--- src/design/task_queue_keyed_remove_macros.svh ---
// assertion macros for the task queue datapath rtl
// uses clk_i and rst_ni of the module that includes it
`ifndef TASK_QUEUE_KEYED_REMOVE_MACROS_SVH
`define TASK_QUEUE_KEYED_REMOVE_MACROS_SVH

`ifndef ASSERT_OFF
// property checked on every rising clock edge out of reset
`define TQKR_ASSERT(lbl, prop) \
  lbl: assert property (@(posedge clk_i) disable iff (!rst_ni) (prop)) \
    else $error("tqkr assertion failed");
// implication checked on every rising clock edge out of reset
`define TQKR_ASSERT_IMP(lbl, ante, cons) \
  lbl: assert property (@(posedge clk_i) disable iff (!rst_ni) (ante) |-> (cons)) \
    else $error("tqkr implication failed");
`else
`define TQKR_ASSERT(lbl, prop)
`define TQKR_ASSERT_IMP(lbl, ante, cons)
`endif

`endif

--- src/design/tqkr_pkg.sv ---
// shared types and codes for the task queue with keyed removal
// no dependencies
package tqkr_pkg;

  localparam int unsigned ID_W   = 22;
  localparam int unsigned ST_W   = 2;
  localparam int unsigned INFO_W = 32;
  localparam int unsigned OCC_W  = 5;
  localparam int unsigned OP_W   = 2;
  localparam int unsigned STAT_W = 2;

  // operation codes
  localparam logic [OP_W-1:0] OP_ENQ = 2'd0;
  localparam logic [OP_W-1:0] OP_DEQ = 2'd1;
  localparam logic [OP_W-1:0] OP_UPD = 2'd2;
  localparam logic [OP_W-1:0] OP_REM = 2'd3;

  // result status codes
  localparam logic [STAT_W-1:0] STAT_OK        = 2'd0;
  localparam logic [STAT_W-1:0] STAT_EMPTY     = 2'd1;
  localparam logic [STAT_W-1:0] STAT_NOT_FOUND = 2'd2;
  localparam logic [STAT_W-1:0] STAT_FULL      = 2'd3;

  // task states
  localparam logic [ST_W-1:0] TASK_READY   = 2'd0;
  localparam logic [ST_W-1:0] TASK_RUNNING = 2'd1;

  // write data selects
  localparam logic [1:0] WSEL_ENQ   = 2'd0;
  localparam logic [1:0] WSEL_UPD   = 2'd1;
  localparam logic [1:0] WSEL_SHIFT = 2'd2;

  typedef struct packed {
    logic [INFO_W-1:0] info;
    logic [ST_W-1:0]   state;
    logic [ID_W-1:0]   id;
  } entry_t;

  // controller to datapath
  typedef struct packed {
    logic              capture;
    logic              mem_we;
    logic [1:0]        wsel;
    logic              rd_next;
    logic              idx_inc;
    logic              count_inc;
    logic              count_dec;
    logic              take_head;
    logic              set_status;
    logic [STAT_W-1:0] status;
    logic              load_out;
  } cmd_t;

  // datapath to controller
  typedef struct packed {
    logic [OP_W-1:0] op;
    logic            empty;
    logic            full;
    logic            match;
    logic            has_next;
    logic            out_free;
  } sts_t;

endpackage

--- src/design/task_queue_keyed_remove.sv ---
// top level of the ordered task queue with keyed removal
// depends on tqkr_pkg, tqkr_ctrl and tqkr_dp
//
// usage
// - one request transaction on the s_axis side yields exactly one result
//   transaction on the m_axis side, in request order
// - tuser carries the operation (enqueue, dequeue head, update state by id,
//   remove by id) on the way in and the status code on the way out
// - requests are taken one at a time: s_axis_tready_o is high only while
//   the sequencer is idle, so the next request waits until the last result is loaded
// - enqueue and any request that fails at once go straight to the result;
//   dequeue takes the head and shifts the entries behind it up, update scans
//   from the head to the first match, remove scans to the match and then shifts
//   the entries behind it up; scan and shift step through the entry memory
//   with one read port and one write port
// - results sit in an output register; a stalled receiver holds the
//   result there and the next request is already accepted and worked on,
//   only its result waits until the register frees
// - reset clears the entry count, scan index and result valid flag; entry
//   memory contents are left as they are and never used until written
module task_queue_keyed_remove #(
  parameter int unsigned QUEUE_DEPTH = 16
) (
  input  logic        clk_i,
  input  logic        rst_ni,
  // request channel
  input  logic        s_axis_tvalid_i,
  output logic        s_axis_tready_o,
  input  logic [55:0] s_axis_tdata_i,   // task_id[21:0], set_state[23:22], task_info[55:24]
  input  logic [1:0]  s_axis_tuser_i,   // op[1:0]
  // result channel
  output logic        m_axis_tvalid_o,
  input  logic        m_axis_tready_i,
  output logic [63:0] m_axis_tdata_o,   // out_id[21:0], out_state[23:22], out_info[55:24],
                                        // occupancy[60:56], zero[63:61]
  output logic [1:0]  m_axis_tuser_o    // status[1:0]
);
  import tqkr_pkg::*;

  cmd_t cmd;
  sts_t sts;

  logic [ID_W-1:0]   out_id;
  logic [ST_W-1:0]   out_state;
  logic [INFO_W-1:0] out_info;
  logic [OCC_W-1:0]  occupancy;

  // sequencer: walks each request through check, scan and shift steps
  tqkr_ctrl u_ctrl (
    .clk_i      (clk_i),
    .rst_ni     (rst_ni),
    .in_valid_i (s_axis_tvalid_i),
    .in_ready_o (s_axis_tready_o),
    .sts_i      (sts),
    .cmd_o      (cmd)
  );

  // datapath: entry memory, count, search key and result register
  tqkr_dp #(
    .QUEUE_DEPTH (QUEUE_DEPTH)
  ) u_dp (
    .clk_i       (clk_i),
    .rst_ni      (rst_ni),
    .cmd_i       (cmd),
    .sts_o       (sts),
    .op_i        (s_axis_tuser_i),
    .task_id_i   (s_axis_tdata_i[21:0]),
    .set_state_i (s_axis_tdata_i[23:22]),
    .task_info_i (s_axis_tdata_i[55:24]),
    .out_ready_i (m_axis_tready_i),
    .out_valid_o (m_axis_tvalid_o),
    .status_o    (m_axis_tuser_o),
    .out_id_o    (out_id),
    .out_state_o (out_state),
    .out_info_o  (out_info),
    .occupancy_o (occupancy)
  );

  // pack result fields, lowest field first, padded to whole bytes
  assign m_axis_tdata_o = {3'b000, occupancy, out_info, out_state, out_id};

endmodule

--- src/design/tqkr_ctrl.sv ---
// sequencing state machine for the task queue
// depends on tqkr_pkg for command and status structs
module tqkr_ctrl (
  input  logic          clk_i,
  input  logic          rst_ni,
  input  logic          in_valid_i,
  output logic          in_ready_o,
  input  tqkr_pkg::sts_t sts_i,
  output tqkr_pkg::cmd_t cmd_o
);
  import tqkr_pkg::*;

  localparam logic [2:0] S_IDLE = 3'd0;
  localparam logic [2:0] S_EXEC = 3'd1;
  localparam logic [2:0] S_HEAD = 3'd2;
  localparam logic [2:0] S_RD   = 3'd3;
  localparam logic [2:0] S_CMP  = 3'd4;
  localparam logic [2:0] S_SHR  = 3'd5;
  localparam logic [2:0] S_SHW  = 3'd6;
  localparam logic [2:0] S_DONE = 3'd7;

  logic [2:0] state_q, state_d;

  always_ff @(posedge clk_i or negedge rst_ni) begin
    if (!rst_ni) begin
      state_q <= S_IDLE;
    end else begin
      state_q <= state_d;
    end
  end

  always_comb begin
    state_d    = state_q;
    cmd_o      = '0;
    in_ready_o = 1'b0;
    case (state_q)
      S_IDLE: begin
        in_ready_o = 1'b1;
        if (in_valid_i) begin
          cmd_o.capture = 1'b1;
          state_d       = S_EXEC;
        end
      end
      S_EXEC: begin
        case (sts_i.op)
          OP_ENQ: begin
            if (sts_i.full) begin
              cmd_o.set_status = 1'b1;
              cmd_o.status     = STAT_FULL;
            end else begin
              cmd_o.mem_we    = 1'b1;
              cmd_o.wsel      = WSEL_ENQ;
              cmd_o.count_inc = 1'b1;
            end
            state_d = S_DONE;
          end
          OP_DEQ: begin
            if (sts_i.empty) begin
              cmd_o.set_status = 1'b1;
              cmd_o.status     = STAT_EMPTY;
              state_d          = S_DONE;
            end else begin
              state_d = S_HEAD;
            end
          end
          default: begin
            if (sts_i.empty) begin
              cmd_o.set_status = 1'b1;
              cmd_o.status     = STAT_NOT_FOUND;
              state_d          = S_DONE;
            end else begin
              state_d = S_CMP;
            end
          end
        endcase
      end
      S_HEAD: begin
        cmd_o.take_head = 1'b1;
        state_d         = S_SHR;
      end
      S_RD: begin
        state_d = S_CMP;
      end
      S_CMP: begin
        if (sts_i.match) begin
          if (sts_i.op == OP_UPD) begin
            cmd_o.mem_we = 1'b1;
            cmd_o.wsel   = WSEL_UPD;
            state_d      = S_DONE;
          end else begin
            state_d = S_SHR;
          end
        end else if (sts_i.has_next) begin
          cmd_o.idx_inc = 1'b1;
          state_d       = S_RD;
        end else begin
          cmd_o.set_status = 1'b1;
          cmd_o.status     = STAT_NOT_FOUND;
          state_d          = S_DONE;
        end
      end
      S_SHR: begin
        if (sts_i.has_next) begin
          cmd_o.rd_next = 1'b1;
          state_d       = S_SHW;
        end else begin
          cmd_o.count_dec = 1'b1;
          state_d         = S_DONE;
        end
      end
      S_SHW: begin
        cmd_o.mem_we  = 1'b1;
        cmd_o.wsel    = WSEL_SHIFT;
        cmd_o.idx_inc = 1'b1;
        state_d       = S_SHR;
      end
      S_DONE: begin
        if (sts_i.out_free) begin
          cmd_o.load_out = 1'b1;
          state_d        = S_IDLE;
        end
      end
      default: begin
        state_d = S_IDLE;
      end
    endcase
  end

endmodule

--- src/design/tqkr_dp.sv ---
// entry memory, scan index, count, request and result registers
// depends on tqkr_pkg and the assertion macro header
`include "task_queue_keyed_remove_macros.svh"

module tqkr_dp #(
  parameter int unsigned QUEUE_DEPTH = 16
) (
  input  logic                          clk_i,
  input  logic                          rst_ni,
  input  tqkr_pkg::cmd_t                cmd_i,
  output tqkr_pkg::sts_t                sts_o,
  input  logic [tqkr_pkg::OP_W-1:0]     op_i,
  input  logic [tqkr_pkg::ID_W-1:0]     task_id_i,
  input  logic [tqkr_pkg::ST_W-1:0]     set_state_i,
  input  logic [tqkr_pkg::INFO_W-1:0]   task_info_i,
  input  logic                          out_ready_i,
  output logic                          out_valid_o,
  output logic [tqkr_pkg::STAT_W-1:0]   status_o,
  output logic [tqkr_pkg::ID_W-1:0]     out_id_o,
  output logic [tqkr_pkg::ST_W-1:0]     out_state_o,
  output logic [tqkr_pkg::INFO_W-1:0]   out_info_o,
  output logic [tqkr_pkg::OCC_W-1:0]    occupancy_o
);
  import tqkr_pkg::*;

  localparam int unsigned IW = $clog2(QUEUE_DEPTH);
  localparam int unsigned CW = $clog2(QUEUE_DEPTH + 1);

  entry_t entry_mem_q [QUEUE_DEPTH];
  entry_t rdata_q;
  entry_t wdata;
  logic [IW-1:0] raddr, waddr;

  logic [IW-1:0] idx_q;
  logic [CW-1:0] count_q;

  logic [OP_W-1:0]   op_q;
  logic [ID_W-1:0]   key_id_q;
  logic [ST_W-1:0]   set_state_q;
  logic [INFO_W-1:0] info_q;

  logic [STAT_W-1:0] res_status_q;
  logic [ID_W-1:0]   res_id_q;
  logic [ST_W-1:0]   res_state_q;
  logic [INFO_W-1:0] res_info_q;

  logic              out_valid_q;
  logic [STAT_W-1:0] out_status_q;
  logic [ID_W-1:0]   out_id_q;
  logic [ST_W-1:0]   out_state_q;
  logic [INFO_W-1:0] out_info_q;
  logic [OCC_W-1:0]  out_occ_q;

  logic has_next;

  assign has_next = ((CW + 1)'(idx_q) + (CW + 1)'(1)) < (CW + 1)'(count_q);
  assign raddr    = cmd_i.rd_next ? (idx_q + IW'(1)) : idx_q;

  always_comb begin
    case (cmd_i.wsel)
      WSEL_ENQ: begin
        waddr       = count_q[IW-1:0];
        wdata.info  = info_q;
        wdata.state = TASK_READY;
        wdata.id    = key_id_q;
      end
      WSEL_UPD: begin
        waddr       = idx_q;
        wdata       = rdata_q;
        wdata.state = set_state_q;
      end
      default: begin
        waddr = idx_q;
        wdata = rdata_q;
      end
    endcase
  end

  // entry storage: one write and one registered read per cycle
  always_ff @(posedge clk_i) begin
    if (cmd_i.mem_we) begin
      entry_mem_q[waddr] <= wdata;
    end
    rdata_q <= entry_mem_q[raddr];
  end

  always_ff @(posedge clk_i or negedge rst_ni) begin
    if (!rst_ni) begin
      count_q     <= '0;
      idx_q       <= '0;
      out_valid_q <= 1'b0;
    end else begin
      if (cmd_i.count_inc) begin
        count_q <= count_q + CW'(1);
      end else if (cmd_i.count_dec) begin
        count_q <= count_q - CW'(1);
      end
      if (cmd_i.capture) begin
        idx_q <= '0;
      end else if (cmd_i.idx_inc) begin
        idx_q <= idx_q + IW'(1);
      end
      if (cmd_i.load_out) begin
        out_valid_q <= 1'b1;
      end else if (out_ready_i) begin
        out_valid_q <= 1'b0;
      end
    end
  end

  always_ff @(posedge clk_i) begin
    if (cmd_i.capture) begin
      op_q         <= op_i;
      key_id_q     <= task_id_i;
      set_state_q  <= set_state_i;
      info_q       <= task_info_i;
      res_status_q <= STAT_OK;
      res_id_q     <= '0;
      res_state_q  <= '0;
      res_info_q   <= '0;
    end else begin
      if (cmd_i.set_status) begin
        res_status_q <= cmd_i.status;
      end
      if (cmd_i.take_head) begin
        res_id_q    <= rdata_q.id;
        res_state_q <= TASK_RUNNING;
        res_info_q  <= rdata_q.info;
      end
    end
    if (cmd_i.load_out) begin
      out_status_q <= res_status_q;
      out_id_q     <= res_id_q;
      out_state_q  <= res_state_q;
      out_info_q   <= res_info_q;
      out_occ_q    <= OCC_W'(count_q);
    end
  end

  assign sts_o.op       = op_q;
  assign sts_o.empty    = (count_q == '0);
  assign sts_o.full     = (count_q == CW'(QUEUE_DEPTH));
  assign sts_o.match    = (rdata_q.id == key_id_q);
  assign sts_o.has_next = has_next;
  assign sts_o.out_free = !out_valid_q || out_ready_i;

  assign out_valid_o = out_valid_q;
  assign status_o    = out_status_q;
  assign out_id_o    = out_id_q;
  assign out_state_o = out_state_q;
  assign out_info_o  = out_info_q;
  assign occupancy_o = out_occ_q;

  `TQKR_ASSERT(a_count_max, count_q <= CW'(QUEUE_DEPTH))
  `TQKR_ASSERT_IMP(a_inc_not_full, cmd_i.count_inc, count_q < CW'(QUEUE_DEPTH))
  `TQKR_ASSERT_IMP(a_dec_not_empty, cmd_i.count_dec, count_q != '0)
  `TQKR_ASSERT_IMP(a_shift_in_range, cmd_i.rd_next, has_next)
  `TQKR_ASSERT_IMP(a_load_when_free, cmd_i.load_out, !out_valid_q || out_ready_i)

endmodule

--- config.mk ---
export PLATFORM = sky130hd
export DESIGN_NAME = task_queue_keyed_remove
export DESIGN_NICKNAME = d
export VERILOG_FILES = /design/src/design/tqkr_pkg.sv /design/src/design/task_queue_keyed_remove.sv /design/src/design/tqkr_ctrl.sv /design/src/design/tqkr_dp.sv
export VERILOG_INCLUDE_DIRS = /design/src /design/src/design
export SDC_FILE = /design/constraint.sdc
export NUM_CORES = 1
export LEC_CHECK = 0
export BUFFER_PORTS_ARGS = -buffer_cell sky130_fd_sc_hd__buf_2
export CORE_MARGIN = 2
export CORE_UTILIZATION = 55
export CTS_CLUSTER_SIZE = 12
export DETAILED_ROUTE_END_ITERATION = 12
export PLACE_DENSITY_LB_ADDON = 0.3
export SLEW_MARGIN = 10
export SYNTH_ARGS = -nofsm -noshare
export SYNTH_HDL_FRONTEND = slang
export SYNTH_HIERARCHICAL = 1
export SYNTH_SLANG_ARGS = --single-unit
export TNS_END_PERCENT = 1
--- constraint.sdc ---
create_clock -name clk_i -period 6.1 [get_ports clk_i]
set_input_delay 0.915 -clock clk_i [delete_from_list [all_inputs] [get_ports clk_i]]
set_output_delay 0.915 -clock clk_i [all_outputs]
set_load 0.03 [all_outputs]
==> flow_summary_export.csv, run 1 <==
group,metric,value,unit
outcome,status,"complete, no violations",
pwr,cellInternalPower,16.9,mW
floorplanning,vert_die_dim,292,µm
worst_setup_path,crit_arrival,5.83,ns
timing,final.hold.worst_slack,0.144,ns
pwr,power.ir.vdd_worst,0.000521,V
grt,first_global_vias,26700,
detailed_routing,post-route-drc-count,0,
final_layout,final_cell_count_no_fill,4184,
timing,tns,0,ns
synth,post-synth-top-area-fraction,0.648,
placement,place.port_buffers,123,
synth,most_instantiated_library_cell_after_synthesis,"edfxtp_1",
final_layout,area_growth_syn_to_layout,11.8,%
clock_network,post_cts_buffers,0,
timing,timing.final.crit_share,0.861,
worst_setup_path,cpMaxStageDelayCell,"and3_1",
final_layout,postLayoutCoreUtil,0.620,
grt,grt_antenna_before_repair,1,
clock_network,cts_hold_buf,0,
grt,pin_count_of_the_biggest_net_entering_global_routing,150,
synth,post_synth_instance_area,45500,µm²
timing,setup_ws,0.850,ns
timing,finalSetupViolCount,0,
timing,worst_pin_slew,1.15,ns
pwr,p_switching,9.50,mW
pwr,power.share.sequential,0.389,
synth,synthDominantAreaCellType,"edfxtp_1",
synth,synthFlopType,"edfxtp_1",
pwr,combPwrFrac,0.369,
detailed_routing,detail_route.vias_per_cell,6.35,
floorplanning,top_level_ports,130,
synth,synth.yosys.seq_area_share,0.704,
min_path,timing.hold.worst.class,"in2async",
grt,grt_pass1_wl,163,mm
clock_network,cts-root-buf,"clkbuf_16",
detailed_routing,detail_route.wl_per_cell,26.0,µm
timing,worst_slew_margin_rel,0.234,
pwr,power_density,519,nW/µm²
worst_setup_path,start_kind,"register",
timing,timing.clock.skew,0.0383,ns
clock_network,cts_max_level,3,
worst_setup_path,crit_family,"simple AND/OR/NAND/NOR gates",
synth,postSynthAreaPerCell,15.6,µm²
floorplanning,placement_rows,105,
synth,netlist_top_cells_area,"edfxtp_1 (65%), mux2i_1 (11%), dfxtp_1 (4.9%), o22ai_1 (3.0%), mux4_2 (2.7%)",
clock_network,cts_buffers,110,
placement,gp_congestion,0.745,
worst_setup_path,timing.critical_path.mode_cell,"ha_1",
timing,grt_setup_unrepaired,"false",
pwr,p_sw_frac,0.360,
clock_network,clk_transition_reported_paths,0.06,ns
synth,ys_top_cells_by_count,"edfxtp_1 (982), mux2i_1 (491), nand2_1 (226), o22ai_1 (217), nor3_1 (117)",
worst_setup_path,required_time_reported_for_the_critical_path_endpoint,6.68,ns
clock_network,cts-resized-gates,0,
timing,final-hold-violation-count,0,
synth,ys_async_rst_share,0.0118,
synth,yosys.cell_types.count,58,
worst_setup_path,critical_path_cell_by_cell,"ha_1 -> ha_1 -> a21boi_0 -> o21a_1 -> o21ai_0 -> nand2b_1 -> a21oi_1 -> and3_1 -> nand2_1 -> xnor2_4 -> buf_4 -> nor3_1 -> o31ai_1",
floorplanning,core_region_area,82000,µm²
placement,place.detailed.hpwl,54.8,mm
grt,grt.overflow.total,0,
detailed_routing,postRouteAntennaNets,0,
worst_setup_path,worstPathMaxFanout,16,
clock_network,cts.sinks,1106,
synth,yosys_register_bits,1106,
detailed_routing,drt_first_iter_violations,2949,
floorplanning,initial_core_util,0.555,
detailed_routing,number_of_optimization_iterations_in_the_first_detailed_route_pass,6,
worst_setup_path,path_buf_inv,1,
placement,pre_cts_ws,0.894,ns
final_layout,post_route_cells_drive_above_1_share,0.152,
floorplanning,die_area,85100,µm²
pwr,clock_power_share,0.242,
synth,edff_count_synth,982,
final_layout,final_nets,3086,
timing,report.final.slew_viol_count,0,
timing,fmax,0.190,GHz
floorplanning,die-width,292,µm
synth,synthesis.yosys.warnings,6,
detailed_routing,num_vias,26600,
worst_setup_path,critical_path.endpoint_type,"register",
pwr,total_leakage_power,17.4,nW
synth,synthesis.instances,2914,
flow_run,max_cap_violations,0,
timing,fin_crit_period,5.25,ns
grt,grt_use_total,0.254,
clock_network,cts_tree,"done",
clock_network,clk-insertion-delay-late,0.69,ns
detailed_routing,detail_route.wirelength,109,mm
worst_setup_path,criticalPathCategory,"reg2reg",
placement,place.detailed.instances,3973,
clock_network,clock_tree.buffer_depth,3,
worst_setup_path,worst_path_largest_cell_delay,0.76,ns
[metrics by stage]
stage,instance area [µm²],power (mW)
2_1_floorplan,45500,17.3
3_3_place_gp,47400,19.7
3_5_place_dp,47400,20.0
4_1_cts,50900,26.5
5_1_grt,50900,27.6
6_report,50900,26.4
[state kept, by name, summed over array words and instances, names as in the netlist]
name               cells
u_dp/count_q           5
u_dp/rdata_q          54
u_dp/key_id_q         22
u_dp/res_status_q      2
u_dp/out_state_o       1
u_ctrl/state_q         3
u_dp/res_id_q         22
u_dp/res_state_q       1
u_dp/op_q              2
u_dp/out_valid_o       1
u_dp/status_o          2
u_dp/out_info_o       32
u_dp/info_q           32
u_dp/occupancy_o       5
u_dp/res_info_q       32
u_dp/idx_q             4
u_dp/out_id_o         22
u_dp/entry_mem_q     864
[power by group through the flow]
stage / clock network, mW / logic (mW) / registers [mW]
after floorplan: 0 / 6.99 / 10.3
after global placement: 0 / 9.34 / 10.4
after detailed placement: 0 / 9.65 / 10.4
after CTS: 6.49 / 9.71 / 10.3
after global routing: 6.82 / 10.4 / 10.3
final: 6.40 / 9.75 / 10.3
[worst register-to-register path, delay by kind of cell, from the launching register on]
kind            cells  cell delay (ns)
flops               1             0.52
buf+inv             1             0.42
compound gates      5             1.18
xor+xnor            1             0.75
fa+ha+maj           2             0.93
simple gates        4             1.36
[path summary, 6_finish.rpt]
path | start | endpoint | slack (ns) | cells after the start
max | u_dp/idx_q[1]$_DFFE_PN0P_ | u_dp/rdata_q[20]$_DFF_P_ | 0.85 | 13
min | rst_ni | u_dp/count_q[3]$_DFFE_PN0P_ | 0.14 | 1
max reg2reg | u_dp/idx_q[1]$_DFFE_PN0P_ | u_dp/rdata_q[20]$_DFF_P_ | 0.85 | 13
min reg2reg | u_dp/res_info_q[0]$_SDFFE_PP0P_ | u_dp/out_info_o[0]$_DFFE_PP_ | 0.43 | 0
max in group asynchronous | rst_ni | u_dp/idx_q[0]$_DFFE_PN0P_ | 5.68 | 1
min in group clk_i | s_axis_tdata_i[44] | u_dp/info_q[20]$_DFFE_PP_ | 0.40 | 1
[cell families after synthesis]
family	synth area share
muxes	0.149
other	0.000165
and+or+nand+nor	0.0586
xor gates and xnor gates	0.00800
DFF	0.704
buffers and inverters	0.0245
AOI/OAI and AO/OA	0.0537
adders and majority gates	0.00264
[metal layers]
metal | wire length [µm] | up-vias | GRT usage
met4 | 3180 | 0 | 0.0873
met5 | 0 | - | 0
met1 | 43200 | 13400 | 0.341
met2 | 53700 | 1255 | 0.427
li1 | - | 11700 | -
met3 | 8840 | 224 | 0.0384
[final cells by class]
| type | instances | area [µm²] |
|---|---|---|
| Sequential cell | 1106 | 32000 |
| Fill cell | 5856 | 31100 |
| Multi-Input combinational cell | 1597 | 12600 |
| Clock buffer | 188 | 3170 |
| Timing Repair Buffer | 189 | 1420 |
| Tap cell | 1070 | 1340 |
| Clock inverter | 22 | 259 |
| Inverter | 11 | 41.3 |
| Antenna cell | 1 | 2.50 |
[cell usage in the layout (no fill, tap or decap), types with 8 or more instances in the layout]
cell type / instances
clkbuf_8: 12
o22ai_1: 217
buf_12: 25
nand3_1: 110
xnor2_1: 9
nor3_1: 116
buf_2: 123
clkbuf_1: 66
edfxtp_1: 982
mux2i_1: 491
nor2_1: 72
nor2_4: 17
ha_1: 8
buf_4: 41
clkbuf_16: 110
mux2_2: 56
o31ai_1: 54
mux4_2: 54
dfxtp_1: 111
o21ai_0: 10
nand2_1: 226
inv_1: 10
o2111ai_1: 54
xor2_1: 22
a21oi_1: 10
dfrtp_1: 12
Note: power is estimated with default switching activity, not from simulation.
==> run 2: changes to the inputs <==
- GPL_TIMING_DRIVEN: unset -> 0
- RECOVER_POWER: unset -> 25
==> run 2 against run 1 <==
Effect of this change:
- the run now ends with capacitance limit, slew limit left
- hold slack better by 0.15 ns
- register-to-register slack worse by 0.55 ns
- die area stayed put
- clock skew is 0.017 ns lower
- sequential cell count stayed put
- cell count is 4.1% higher
- via count is 6.3% higher
- setup slack worse by 0.55 ns
- sequential share of layout area is 0.94 points lower
- utilization is 0.93 points higher
- first-iteration DRC count is 14% higher
- design area is 1.5% higher
- highest routed layer unchanged
==> flow_summary_export.csv, run 2 (synthesis gave the netlist of run 1 again) <==
group,metric,value,unit
outcome,status,"finished, violations left",
pwr,power.ir.vdd_worst,0.000424,V
grt,grt.overflow.total,0,
clock_network,post_cts_buffers,0,
detailed_routing,detail_route.vias_per_cell,6.48,
detailed_routing,drt_first_iter_violations,3351,
grt,pin_count_of_the_biggest_net_entering_global_routing,34,
grt,grt_use_total,0.289,
floorplanning,die_area,85100,µm²
timing,tns,0,ns
timing,worst_pin_slew,2.70,ns
clock_network,clk_transition_reported_paths,0.06,ns
detailed_routing,num_vias,28200,
worst_setup_path,path_buf_inv,7,
floorplanning,initial_core_util,0.555,
clock_network,clock_tree.buffer_depth,3,
final_layout,largest_register_ffs,864,
timing,timing.clock.skew,0.0211,ns
timing,timing.final.crit_share,0.951,
floorplanning,top_level_ports,130,
placement,pre_cts_ws,0.295,ns
final_layout,final_cell_mix,"edfxtp_1 (982), mux2i_1 (491), nand2_1 (226)",
final_layout,post_route_cells_drive_above_1_share,0.139,
worst_setup_path,worstPathMaxFanout,10,
floorplanning,core_region_area,82000,µm²
timing,final-hold-violation-count,0,
flow_run,max_cap_violations,5,
clock_network,cts-resized-gates,0,
placement,place.port_buffers,123,
final_layout,final_nets,3259,
timing,finalSetupViolCount,0,
final_layout,reg.largest.list,"u_dp/entry_mem_q: 864 flops, u_dp/rdata_q: 54 flops",
placement,gp_congestion,0.833,
timing,worst_slew_margin_rel,-0.798,
detailed_routing,post-route-drc-count,0,
worst_setup_path,criticalPathCategory,"reg2reg",
timing,setup_ws,0.298,ns
worst_setup_path,crit_arrival,6.31,ns
final_layout,top_register,"u_dp/entry_mem_q",
worst_setup_path,cpMaxStageDelayCell,"xnor2_2",
pwr,power_density,540,nW/µm²
outcome,failed_checks,"capacitance limit, slew limit",
detailed_routing,detail_route.wirelength,125,mm
floorplanning,vert_die_dim,292,µm
detailed_routing,postRouteAntennaNets,0,
worst_setup_path,crit_family,"buffers and inverters",
grt,first_global_vias,28300,
final_layout,most_common_library_cell_in_the_layout_ignoring_fill_and_taps,"edfxtp_1",
placement,place.detailed.hpwl,82.9,mm
detailed_routing,detail_route.wl_per_cell,28.7,µm
worst_setup_path,critical_path.endpoint_type,"register",
floorplanning,die-width,292,µm
clock_network,cts_max_level,3,
pwr,post-layout-total-power,27.9,mW
min_path,timing.hold.worst.class,"in2async",
worst_setup_path,timing.critical_path.mode_cell,"buf_6",
clock_network,cts_buffers,109,
timing,report.final.slew_viol_count,103,
clock_network,cts.sinks,1106,
worst_setup_path,required_time_reported_for_the_critical_path_endpoint,6.61,ns
clock_network,cts-root-buf,"clkbuf_16",
timing,fmax,0.172,GHz
worst_setup_path,worst_path_largest_cell_delay,0.99,ns
clock_network,clk-insertion-delay-late,0.67,ns
pwr,total_leakage_power,17.6,nW
timing,fin_crit_period,5.80,ns
timing,grt_setup_unrepaired,"false",
worst_setup_path,start_kind,"register",
grt,grt_pass1_wl,181,mm
final_layout,area_growth_syn_to_layout,13.4,%
floorplanning,placement_rows,105,
clock_network,cts_tree,"done",
detailed_routing,number_of_optimization_iterations_in_the_first_detailed_route_pass,7,
clock_network,cts_hold_buf,0,
grt,grt_antenna_before_repair,3,
worst_setup_path,critical_path_cell_by_cell,"buf_6 -> buf_2 -> buf_2 -> nand3_1 -> xnor2_1 -> ha_1 -> o21ai_0 -> nand2b_1 -> a21oi_1 -> clkbuf_1 -> and3_1 -> buf_6 -> buf_6 -> nand2_1 -> xnor2_2 -> clkbuf_1 -> o2111ai_1 -> o31ai_1",
## run 2: changes by cell type in the layout (fill, tap and decap cells not counted), sizes merged
| cell | previous run | this run |
|---|---|---|
| bufinv | 2 | 1 |
| clkinv | 14 | 10 |
| clkbuf | 188 | 347 |
| inv | 16 | 14 |
| diode | 1 | 3 |
| buf | 189 | 207 |
| clkinvlp | 1 | 0 |
## run 2: through the flow
stage,area [µm²],std cells,util,hold slack [ns]
after floorplan,45500,2916,-,0.408
after global placement,47500,4109,0.579,0.414
after detailed placement,48400,4147,0.590,0.415
after CTS,51700,4352,0.631,0.120
after global routing,51600,4352,0.630,0.359
final,51600,4355,0.630,0.295
## run 2: final timing paths
path,to,slack (ns),depth (start not counted),startpoint
max in group asynchronous,u_dp/idx_q[3]$_DFFE_PN0P_,5.33,1,rst_ni
worst min register to register,u_dp/out_info_o[29]$_DFFE_PP_,0.43,0,u_dp/res_info_q[29]$_SDFFE_PP0P_
worst max-delay path,u_dp/rdata_q[19]$_DFF_P_,0.30,18,u_dp/idx_q[0]$_DFFE_PN0P_
min in group clk_i,u_dp/info_q[29]$_DFFE_PP_,0.41,1,s_axis_tdata_i[53]
worst min-delay path,u_dp/count_q[0]$_DFFE_PN0P_,0.29,1,rst_ni
worst max register to register,u_dp/rdata_q[19]$_DFF_P_,0.30,18,u_dp/idx_q[0]$_DFFE_PN0P_
## run 2: layer usage
metal  share of wire  track usage  vias to the layer above
li1                -            -                    12000
met1            0.38        0.373                    14200
met2            0.47        0.467                     1726
met3            0.10       0.0661                      311
met4           0.048        0.139                        0
met5               0            0                        -
## run 2: cell type report
class                   instances  area [µm²]
inverters                      11        41.3
repair buffers                161        1250
plain buffers                 202        1070
multi-input cells            1597       12500
clock inverters                14         129
flip-flops and latches       1106       32000
fillers                      5828       30400
clock buffers                 191        3240
well taps                    1070        1340
diodes                          3        7.51
## run 2: where the power goes
| part | switching [mW] | internal [mW] |
|---|---|---|
| Combinational | 7.68 | 3.73 |
| Sequential | 0.416 | 9.73 |
| Clock | 2.72 | 3.62 |
